--- config.mk ---
export PLATFORM = sky130hd
export DESIGN_NAME = amal_ctrl
export DESIGN_NICKNAME = d
export VERILOG_FILES = /design/src/rtl/core/amal_pkg.sv /design/src/rtl/core/amal_ctrl.sv
export SDC_FILE = /design/constraint.sdc
export NUM_CORES = 1
export LEC_CHECK = 0
export BUFFER_PORTS_ARGS = -buffer_cell sky130_fd_sc_hd__buf_2
export CORE_MARGIN = 4
export CORE_UTILIZATION = 49
export CTS_BUF_LIST = sky130_fd_sc_hd__clkbuf_4 sky130_fd_sc_hd__clkbuf_8
export DETAILED_ROUTE_END_ITERATION = 16
export HOLD_SLACK_MARGIN = 0.12
export PLACE_DENSITY = 0.87
export SETUP_SLACK_MARGIN = 0.05
export SLEW_MARGIN = 10
export SYNTH_ARGS = -nofsm -noshare
export SYNTH_HDL_FRONTEND = slang
export SYNTH_SLANG_ARGS = --single-unit
--- constraint.sdc ---
create_clock -name clk -period 1.5 [get_ports clk]
set_input_delay 0.225 -clock clk [delete_from_list [all_inputs] [get_ports clk]]
set_output_delay 0.225 -clock clk [all_outputs]
set_load 0.02 [all_outputs]
--- src/rtl/core/amal_pkg.sv ---
package amal_pkg;

    // Field widths.
    localparam int CW       = 24;
    localparam int ID_W     = 3;
    localparam int RANGE_W  = 25;
    localparam int DIFF_W   = 25;
    localparam int SQA_W    = 2 * RANGE_W;
    localparam int MUL_W    = 28;
    localparam int PROD_W   = 2 * MUL_W;
    localparam int SQ_W     = 54;
    localparam int SQ_ITER  = SQ_W / 2;
    localparam int SQ_CNT_W = 5;
    localparam int ROOT_W   = 28;
    localparam int NUM_W    = 52;
    localparam int Q_W      = 17;
    localparam int CX_W     = 28;
    localparam int Z_W      = 26;
    localparam int ANG_W    = 16;
    localparam int PROJ_W   = 26;
    localparam int STEP_W   = 4;
    localparam int NUM_ANCH = 6;
    localparam int CFG_IDX_W = 2;

    localparam logic [RANGE_W-1:0] RANGE_MAX  = {RANGE_W{1'b1}};
    localparam logic [Q_W-1:0]     Q_ONE      = 17'h10000;
    localparam logic [Z_W-1:0]     Z_QUARTER  = 26'd5898240;
    localparam logic [ANG_W-1:0]   ANGLE_HALF = 16'd23040;
    localparam logic [ANG_W-1:0]   ANGLE_FULL = 16'd46080;
    localparam logic [NUM_ANCH-1:0] FLAGS_ALL = {NUM_ANCH{1'b1}};

    localparam logic [CW-1:0] REF_X_RST    = 24'd5120;
    localparam logic [CW-1:0] REF_Y_RST    = 24'd5120;
    localparam logic [CW-1:0] REF_Z_RST    = 24'd9472;
    localparam logic [CW-1:0] BASELINE_RST = 24'd5120;

    // atan(2^-i) in degrees, Q16.
    localparam logic [22:0] ATAN_TBL [16] = '{
        23'd2949120, 23'd1740967, 23'd919879, 23'd466945,
        23'd234379,  23'd117304,  23'd58666,  23'd29335,
        23'd14668,   23'd7334,    23'd3667,   23'd1833,
        23'd917,     23'd458,     23'd229,    23'd115
    };

    typedef enum logic [CFG_IDX_W-1:0] {
        CFG_REF_X    = 2'd0,
        CFG_REF_Y    = 2'd1,
        CFG_REF_Z    = 2'd2,
        CFG_BASELINE = 2'd3
    } cfg_idx_t;

    typedef enum logic [1:0] {
        RES_WAIT   = 2'd0,
        RES_OK     = 2'd1,
        RES_NOTRI  = 2'd2,
        RES_BADTAG = 2'd3
    } res_code_t;

    typedef enum logic [3:0] {
        MUL_NONE, MUL_DX, MUL_DY, MUL_DZ, MUL_A, MUL_B, MUL_C,
        MUL_DEN, MUL_Q, MUL_P
    } mul_sel_t;

    typedef enum logic [1:0] {
        ACC_NONE, ACC_LOAD, ACC_ADD
    } acc_op_t;

    typedef enum logic [1:0] {
        SQ_ACC, SQ_XQ, SQ_XV, SQ_SIN
    } sq_src_t;

    typedef enum logic [4:0] {
        ST_IDLE, ST_DECODE, ST_MUL_X, ST_MUL_Y, ST_MUL_Z, ST_SUM,
        ST_SQ_GO, ST_SQ_WAIT, ST_STORE_D, ST_CHECK,
        ST_MUL_A, ST_MUL_B, ST_MUL_C, ST_XCALC, ST_STORE_R, ST_STORE_S,
        ST_MUL_DEN, ST_DEN, ST_DIV_INIT, ST_DIV, ST_MUL_Q, ST_STORE_SIN,
        ST_CORDIC, ST_ANGLE, ST_MUL_P, ST_FINAL, ST_RESULT
    } state_t;

    typedef struct packed {
        logic              load_in;
        mul_sel_t          mul_sel;
        acc_op_t           acc_op;
        logic              sq_start;
        sq_src_t           sq_src;
        logic              store_d;
        logic              store_sqa;
        logic              store_sqb;
        logic              xcalc;
        logic              store_r;
        logic              store_s;
        logic              den_load;
        logic              div_init;
        logic              div_step;
        logic              sin_store;
        logic              cordic_step;
        logic              angle_store;
        logic              final_calc;
        logic              emit;
        res_code_t         code;
        logic              pair;
        logic [STEP_W-1:0] step;
    } dp_cmd_t;

    typedef struct packed {
        logic tag_bad;
        logic full;
        logic tri_ok;
        logic sq_busy;
        logic div_sat;
        logic out_busy;
    } dp_stat_t;

    function automatic logic is_tri(input logic [RANGE_W-1:0] a,
                                    input logic [RANGE_W-1:0] b,
                                    input logic [RANGE_W-1:0] c);
        logic [RANGE_W:0] ab;
        logic [RANGE_W:0] ac;
        logic [RANGE_W:0] bc;
        ab = {1'b0, a} + {1'b0, b};
        ac = {1'b0, a} + {1'b0, c};
        bc = {1'b0, b} + {1'b0, c};
        return (a != '0) && (b != '0) && (c != '0) && (ab > {1'b0, c})
            && (ac > {1'b0, b}) && (bc > {1'b0, a});
    endfunction

    function automatic logic [RANGE_W-1:0] sat_range(input logic [ROOT_W-1:0] v);
        return (v > ROOT_W'(RANGE_MAX)) ? RANGE_MAX : v[RANGE_W-1:0];
    endfunction

endpackage

--- src/rtl/core/amal_ctrl.sv ---
module amal_ctrl (
    input  logic                clk,
    input  logic                rst_n,
    input  logic                pkt_valid,
    output logic                pkt_ready,
    input  amal_pkg::dp_stat_t  stat,
    output amal_pkg::dp_cmd_t   cmd
);

    amal_pkg::state_t                state_reg, state_next;
    amal_pkg::state_t                ret_reg, ret_next;
    amal_pkg::sq_src_t               src_reg, src_next;
    amal_pkg::res_code_t             code_reg, code_next;
    logic                            pair_reg, pair_next;
    logic [amal_pkg::STEP_W-1:0]     cnt_reg, cnt_next;

    always_ff @(posedge clk or negedge rst_n)
    begin
        if (!rst_n)
        begin
            state_reg <= amal_pkg::ST_IDLE;
            ret_reg   <= amal_pkg::ST_IDLE;
            src_reg   <= amal_pkg::SQ_ACC;
            code_reg  <= amal_pkg::RES_WAIT;
            pair_reg  <= 1'b0;
            cnt_reg   <= '0;
        end
        else
        begin
            state_reg <= state_next;
            ret_reg   <= ret_next;
            src_reg   <= src_next;
            code_reg  <= code_next;
            pair_reg  <= pair_next;
            cnt_reg   <= cnt_next;
        end
    end

    always_comb
    begin
        state_next  = state_reg;
        ret_next    = ret_reg;
        src_next    = src_reg;
        code_next   = code_reg;
        pair_next   = pair_reg;
        cnt_next    = cnt_reg;
        pkt_ready   = 1'b0;
        cmd         = '0;
        cmd.mul_sel = amal_pkg::MUL_NONE;
        cmd.acc_op  = amal_pkg::ACC_NONE;
        cmd.sq_src  = src_reg;
        cmd.code    = code_reg;
        cmd.pair    = pair_reg;
        cmd.step    = cnt_reg;

        unique case (state_reg)
            amal_pkg::ST_IDLE:
            begin
                pkt_ready = 1'b1;
                if (pkt_valid)
                begin
                    cmd.load_in = 1'b1;
                    state_next  = amal_pkg::ST_DECODE;
                end
            end
            amal_pkg::ST_DECODE:
            begin
                if (stat.tag_bad)
                begin
                    code_next  = amal_pkg::RES_BADTAG;
                    state_next = amal_pkg::ST_RESULT;
                end
                else
                begin
                    state_next = amal_pkg::ST_MUL_X;
                end
            end
            amal_pkg::ST_MUL_X:
            begin
                cmd.mul_sel = amal_pkg::MUL_DX;
                state_next  = amal_pkg::ST_MUL_Y;
            end
            amal_pkg::ST_MUL_Y:
            begin
                cmd.mul_sel = amal_pkg::MUL_DY;
                cmd.acc_op  = amal_pkg::ACC_LOAD;
                state_next  = amal_pkg::ST_MUL_Z;
            end
            amal_pkg::ST_MUL_Z:
            begin
                cmd.mul_sel = amal_pkg::MUL_DZ;
                cmd.acc_op  = amal_pkg::ACC_ADD;
                state_next  = amal_pkg::ST_SUM;
            end
            amal_pkg::ST_SUM:
            begin
                cmd.acc_op = amal_pkg::ACC_ADD;
                src_next   = amal_pkg::SQ_ACC;
                ret_next   = amal_pkg::ST_STORE_D;
                state_next = amal_pkg::ST_SQ_GO;
            end
            amal_pkg::ST_SQ_GO:
            begin
                cmd.sq_start = 1'b1;
                state_next   = amal_pkg::ST_SQ_WAIT;
            end
            amal_pkg::ST_SQ_WAIT:
            begin
                if (!stat.sq_busy)
                begin
                    state_next = ret_reg;
                end
            end
            amal_pkg::ST_STORE_D:
            begin
                cmd.store_d = 1'b1;
                state_next  = amal_pkg::ST_CHECK;
            end
            amal_pkg::ST_CHECK:
            begin
                priority if (!stat.full)
                begin
                    code_next  = amal_pkg::RES_WAIT;
                    state_next = amal_pkg::ST_RESULT;
                end
                else if (!stat.tri_ok)
                begin
                    code_next  = amal_pkg::RES_NOTRI;
                    state_next = amal_pkg::ST_RESULT;
                end
                else
                begin
                    pair_next  = 1'b0;
                    state_next = amal_pkg::ST_MUL_A;
                end
            end
            amal_pkg::ST_MUL_A:
            begin
                cmd.mul_sel = amal_pkg::MUL_A;
                state_next  = amal_pkg::ST_MUL_B;
            end
            amal_pkg::ST_MUL_B:
            begin
                cmd.mul_sel   = amal_pkg::MUL_B;
                cmd.store_sqa = 1'b1;
                state_next    = amal_pkg::ST_MUL_C;
            end
            amal_pkg::ST_MUL_C:
            begin
                cmd.mul_sel   = amal_pkg::MUL_C;
                cmd.store_sqb = 1'b1;
                state_next    = amal_pkg::ST_XCALC;
            end
            amal_pkg::ST_XCALC:
            begin
                cmd.xcalc  = 1'b1;
                src_next   = amal_pkg::SQ_XQ;
                ret_next   = amal_pkg::ST_STORE_R;
                state_next = amal_pkg::ST_SQ_GO;
            end
            amal_pkg::ST_STORE_R:
            begin
                cmd.store_r = 1'b1;
                src_next    = amal_pkg::SQ_XV;
                ret_next    = amal_pkg::ST_STORE_S;
                state_next  = amal_pkg::ST_SQ_GO;
            end
            amal_pkg::ST_STORE_S:
            begin
                cmd.store_s = 1'b1;
                state_next  = amal_pkg::ST_MUL_DEN;
            end
            amal_pkg::ST_MUL_DEN:
            begin
                cmd.mul_sel = amal_pkg::MUL_DEN;
                state_next  = amal_pkg::ST_DEN;
            end
            amal_pkg::ST_DEN:
            begin
                cmd.den_load = 1'b1;
                state_next   = amal_pkg::ST_DIV_INIT;
            end
            amal_pkg::ST_DIV_INIT:
            begin
                cmd.div_init = 1'b1;
                cnt_next     = '0;
                state_next   = stat.div_sat ? amal_pkg::ST_MUL_Q : amal_pkg::ST_DIV;
            end
            amal_pkg::ST_DIV:
            begin
                cmd.div_step = 1'b1;
                cnt_next     = cnt_reg + 1'b1;
                if (cnt_reg == {amal_pkg::STEP_W{1'b1}})
                begin
                    state_next = amal_pkg::ST_MUL_Q;
                end
            end
            amal_pkg::ST_MUL_Q:
            begin
                cmd.mul_sel = amal_pkg::MUL_Q;
                src_next    = amal_pkg::SQ_SIN;
                ret_next    = amal_pkg::ST_STORE_SIN;
                state_next  = amal_pkg::ST_SQ_GO;
            end
            amal_pkg::ST_STORE_SIN:
            begin
                cmd.sin_store = 1'b1;
                cnt_next      = '0;
                state_next    = amal_pkg::ST_CORDIC;
            end
            amal_pkg::ST_CORDIC:
            begin
                cmd.cordic_step = 1'b1;
                cnt_next        = cnt_reg + 1'b1;
                if (cnt_reg == {amal_pkg::STEP_W{1'b1}})
                begin
                    state_next = amal_pkg::ST_ANGLE;
                end
            end
            amal_pkg::ST_ANGLE:
            begin
                cmd.angle_store = 1'b1;
                if (!pair_reg)
                begin
                    pair_next  = 1'b1;
                    state_next = amal_pkg::ST_MUL_A;
                end
                else
                begin
                    state_next = amal_pkg::ST_MUL_P;
                end
            end
            amal_pkg::ST_MUL_P:
            begin
                cmd.mul_sel = amal_pkg::MUL_P;
                state_next  = amal_pkg::ST_FINAL;
            end
            amal_pkg::ST_FINAL:
            begin
                cmd.final_calc = 1'b1;
                code_next      = amal_pkg::RES_OK;
                state_next     = amal_pkg::ST_RESULT;
            end
            amal_pkg::ST_RESULT:
            begin
                if (!stat.out_busy)
                begin
                    cmd.emit   = 1'b1;
                    state_next = amal_pkg::ST_IDLE;
                end
            end
            default:
            begin
                state_next = amal_pkg::ST_IDLE;
            end
        endcase
    end

endmodule

==> metrics, run 1 <==
pin count of the biggest net entering global routing=19; outcome=stopped before the end; synthesized instance count=219; main area contributors after synthesis=dfrtp_1 (29%), o21ai_0 (7.3%), nor2_1 (7.2%); effective utilization at floorplan=51.6%; top-count cell post-synth=nor2_1; worst ep type=primary output; Top FF cell, synth=dfrtp_1; Seq/Total Area, Yosys=28.6%; post-DP HPWL=4150 µm; Top-Level Pins=41; most frequent cells after synthesis=nor2_1 (30), nand2_1 (25), o21ai_0 (23), a21oi_1 (18), dfrtp_1 (18); Mapped Nets=229; Post-DP Area=2190 µm²; Post-synth EDFFs=0; CTS Buf Count=3; H-tree depth=1; Err=[ERROR DPL-0038] Utilization greater than 100%, impossible to legalize; Post-Place Cells=335; Placer Congestion=0.996; clock tree sinks=18; Yosys top cell by area=dfrtp_1; Crit. endpoint post-GRT repair=cmd[26]; CTS Buffer Depth=2; number of port buffers=40; Synth top area share=28.6%; asr flop ratio synth=100%; clock root buffer=clkbuf_4; Chip Height=64.7 µm; number of distinct library cells after synthesis=46; Die X=64.7 µm; mapped cell area=1570 µm²; Warnings, synthesis=0; flops & latches, synth=18; row cnt=20; Avg Cell Area, Syn=7.19 µm²; Exit stage=5_1_grt
## stage by stage
stage	hold WS [ps]	TNS [ps]	util (%)	setup WS, ps
after detailed placement	187	-969	71.8	-152
after global placement	184	-647	71.8	-123
after floorplan	-70.6	-4.92	-	-4.92
after CTS	213	-6180	87.1	-298
## cells by family after synthesis
family / Yosys count / synth area share [%]
simple gates: 91 / 27.1
compound gates: 75 / 30.5
buf+inv: 29 / 9.38
flops: 18 / 28.6
fa+ha+maj: 3 / 2.07
mux: 2 / 1.27
xor+xnor: 1 / 1.03
## timing repair
item | in CTS
buffers inserted | 18
hold buffers | 1
resized for setup | 88
pin swaps | 14
hold endpoints to repair | 18
endpoints found under the setup margin | 36
==> inputs of run 2 (changes only) <==
Settings changed: CORE_UTILIZATION 49 to 35, CTS_BUF_LIST sky130_fd_sc_hd__clkbuf_4 sky130_fd_sc_hd__clkbuf_8 to not set, HOLD_SLACK_MARGIN 0.12 to not set, PLACE_DENSITY 0.87 to not set, PLACE_DENSITY_LB_ADDON set to 0.15, SETUP_SLACK_MARGIN 0.05 to not set.
Clock period 1.5 ns to 1.95 ns, I/O delays scaled along.
==> run 2 against run 1 <==
The flow now finishes without violations. Area after synthesis unchanged. Synthesized cell count unchanged.
==> metrics, run 2 <==
outcome=finished clean; post-layout min period=1910 ps; unrepaired setup endpoints after global routing=yes; worst slew pin tran=453 ps; most common cell after layout, fill and taps aside=buf_4; Leakage=0.00102 µW; total wire length=5730 µm; diode count=0; vias=1919; Final Hold Fails=0; CTS tree=yes; synthesized instance count=219 (unchanged); insertion delay to the later sink of the worst-skew pair=260 ps; Mapped Nets=229 (unchanged); Final period util=97.7%; Setup CP Type=reg -> out; top-count cell post-synth=nor2_1; flops & latches, synth=18 (unchanged); Post-synth EDFFs=0 (unchanged); clk slew on worst S/H paths=70 ps; Nets=299; Core Util, Final=50.4%; DR WL met2=2680 µm; total gr overflow=0; Post-DP Area=1950 µm² (-11%); RR Startpoint=state_reg[3]$_DFFE_PN0P_; Top FF cell, synth=dfrtp_1; vias in the first global route=1755; Synth top area share=28.6% (unchanged); flop-to-flop setup slack=160 ps; Design Area, Final=2200 µm²; DR WL/cell=16.9 µm; clock tree sinks=18 (unchanged); Seq/Total Area, Yosys=28.6% (unchanged); Chip Height=75.1 µm (+16%); Tot Pwr=3970 µW; Peak VDD IR=0.586 mV; initial antenna violation count=0; most frequent cells after synthesis=nor2_1 (30), nand2_1 (25), o21ai_0 (23), a21oi_1 (18), dfrtp_1 (18); post-DP HPWL=4050 µm (-2.3%); mapped cell area=1570 µm² (unchanged); pin count of the biggest net entering global routing=19; clock root buffer=clkbuf_8; WP data required=1660 ps; number of port buffers=40 (unchanged); share of cells above drive strength 1=38.0%; antenna viol nets, final=0; Core Region=4350 µm²; Final Max Slew Viols=0; Slew HR=69.8%; Yosys top cell by area=dfrtp_1; main area contributors after synthesis=dfrtp_1 (29%), o21ai_0 (7.3%), nor2_1 (7.2%); Warnings, synthesis=0 (unchanged); Worst Hold End=code_reg[1]$_DFFE_PN0P_; global-route wire length before repair=8830 µm; Maximum Capacitance Violations=0; asr flop ratio synth=100% (unchanged); Top-Level Pins=41 (unchanged); Syn-to-layout area delta=39.5%; Setup crit end kind=primary output; drt first pass iters=4; CP arrival=1610 ps; hold-critical path depth=3; number of distinct library cells after synthesis=46 (unchanged); Startpoint Class=flip-flop; CTS Buffer Depth=2 (unchanged); most frequent cells in the layout=buf_4 (44), buf_2 (36), nor2_1 (26); H-tree depth=1 (unchanged); hold_sp=stat[4]; filler cell count=447; DRT iter0 DRCs=190; Avg Cell Area, Syn=7.19 µm² (unchanged); Met3 Wirelength=362 µm; M1 WL=2600 µm; Hold Crit Class=in -> reg; max layer used=met4; CTS Buf Count=3 (unchanged); power density over the cells=1810 nW/µm²; worst-path fanout max=8; Vias/cell=5.66; Min Hold Slack=315 ps; R2R depth=8; row cnt=24 (+20%); Placer Congestion=0.964 (-3.3%); fmax=0.525 GHz; Die X=75.1 µm (+16%); drc violations=0; die area=5630 µm²; effective utilization at floorplan=36.1% (-15 points); RR Endpoint=state_reg[4]$_DFFE_PN0P_; global router's overall resource usage=20.4%; Layout Skew=2.44 ps; Final setup viols=0
-- run 2: repair_timing --
item,in CTS,in global routing
pin swaps,0,0
hold buffers,1,0
resized for setup,7,25
setup endpoints to repair,19,10
hold endpoints to repair,18,0
buffers inserted,5,8
-- run 2: through the flow --
stage	std cells	TNS [ps]	worst slack [ps]
finish	339	0	44.9
global route	339	-79.5	-31.4
CTS	331	0	6.10
detailed placement	322	0	148
global placement	322	0	129
floorplan	219	0	202
-- run 2: cell families after synthesis --
logic type	share of synthesized area [%]
simple gates	27.1
compound gates	30.5
buf+inv	9.38
flops	28.6
fa+ha+maj	2.07
mux	1.27
xor+xnor	1.03
-- run 2: worst max-delay path: stages, from the launching register on --
cell      delay [ps]
dfrtp_2          460
buf_4            170
nand2b_1         150
buf_4            190
nor4_4           200
buf_4            170
-- run 2: layout make-up --
cell class              count  area [µm²]  share of cell area [%]
inverters                  10        41.3                    1.88
repair buffers             84         554                    25.2
flip-flops and latches     18         455                    20.7
multi-input cells         172        1040                    47.3
well taps                  52        65.1                    2.96
clock buffers               3        41.3                    1.88
-- run 2: worst max-delay path by stage --
| stage | from | end | cells past startpoint |
|---|---|---|---|
| CTS | state_reg[0]$_DFFE_PN0P_ | cmd[7] | 5 |
| global placement | state_reg[3]$_DFFE_PN0P_ | state_reg[4]$_DFFE_PN0P_ | 6 |
| floorplan | state_reg[4]$_DFFE_PN0P_ | src_reg[0]$_DFFE_PN0P_ | 5 |
| detailed placement | state_reg[3]$_DFFE_PN0P_ | state_reg[4]$_DFFE_PN0P_ | 6 |
| global route | state_reg[3]$_DFFE_PN0P_ | cmd[28] | 5 |
| finish | state_reg[0]$_DFFE_PN0P_ | cmd[7] | 5 |
-- run 2: where the power goes --
part	total [µW]	internal, µW	switching, µW
sequential	719	533	186
clock	272	138	134
combinational	2980	1260	1710
total	3970	1940	2030
-- run 2: metal layers --
layer,vias to the layer above,global-route usage [%]
li1,928,-
met1,899,30.1
met2,79,31.2
met3,13,2.67
met4,0,5.34
met5,-,0
(Power assumes the default switching activity.)
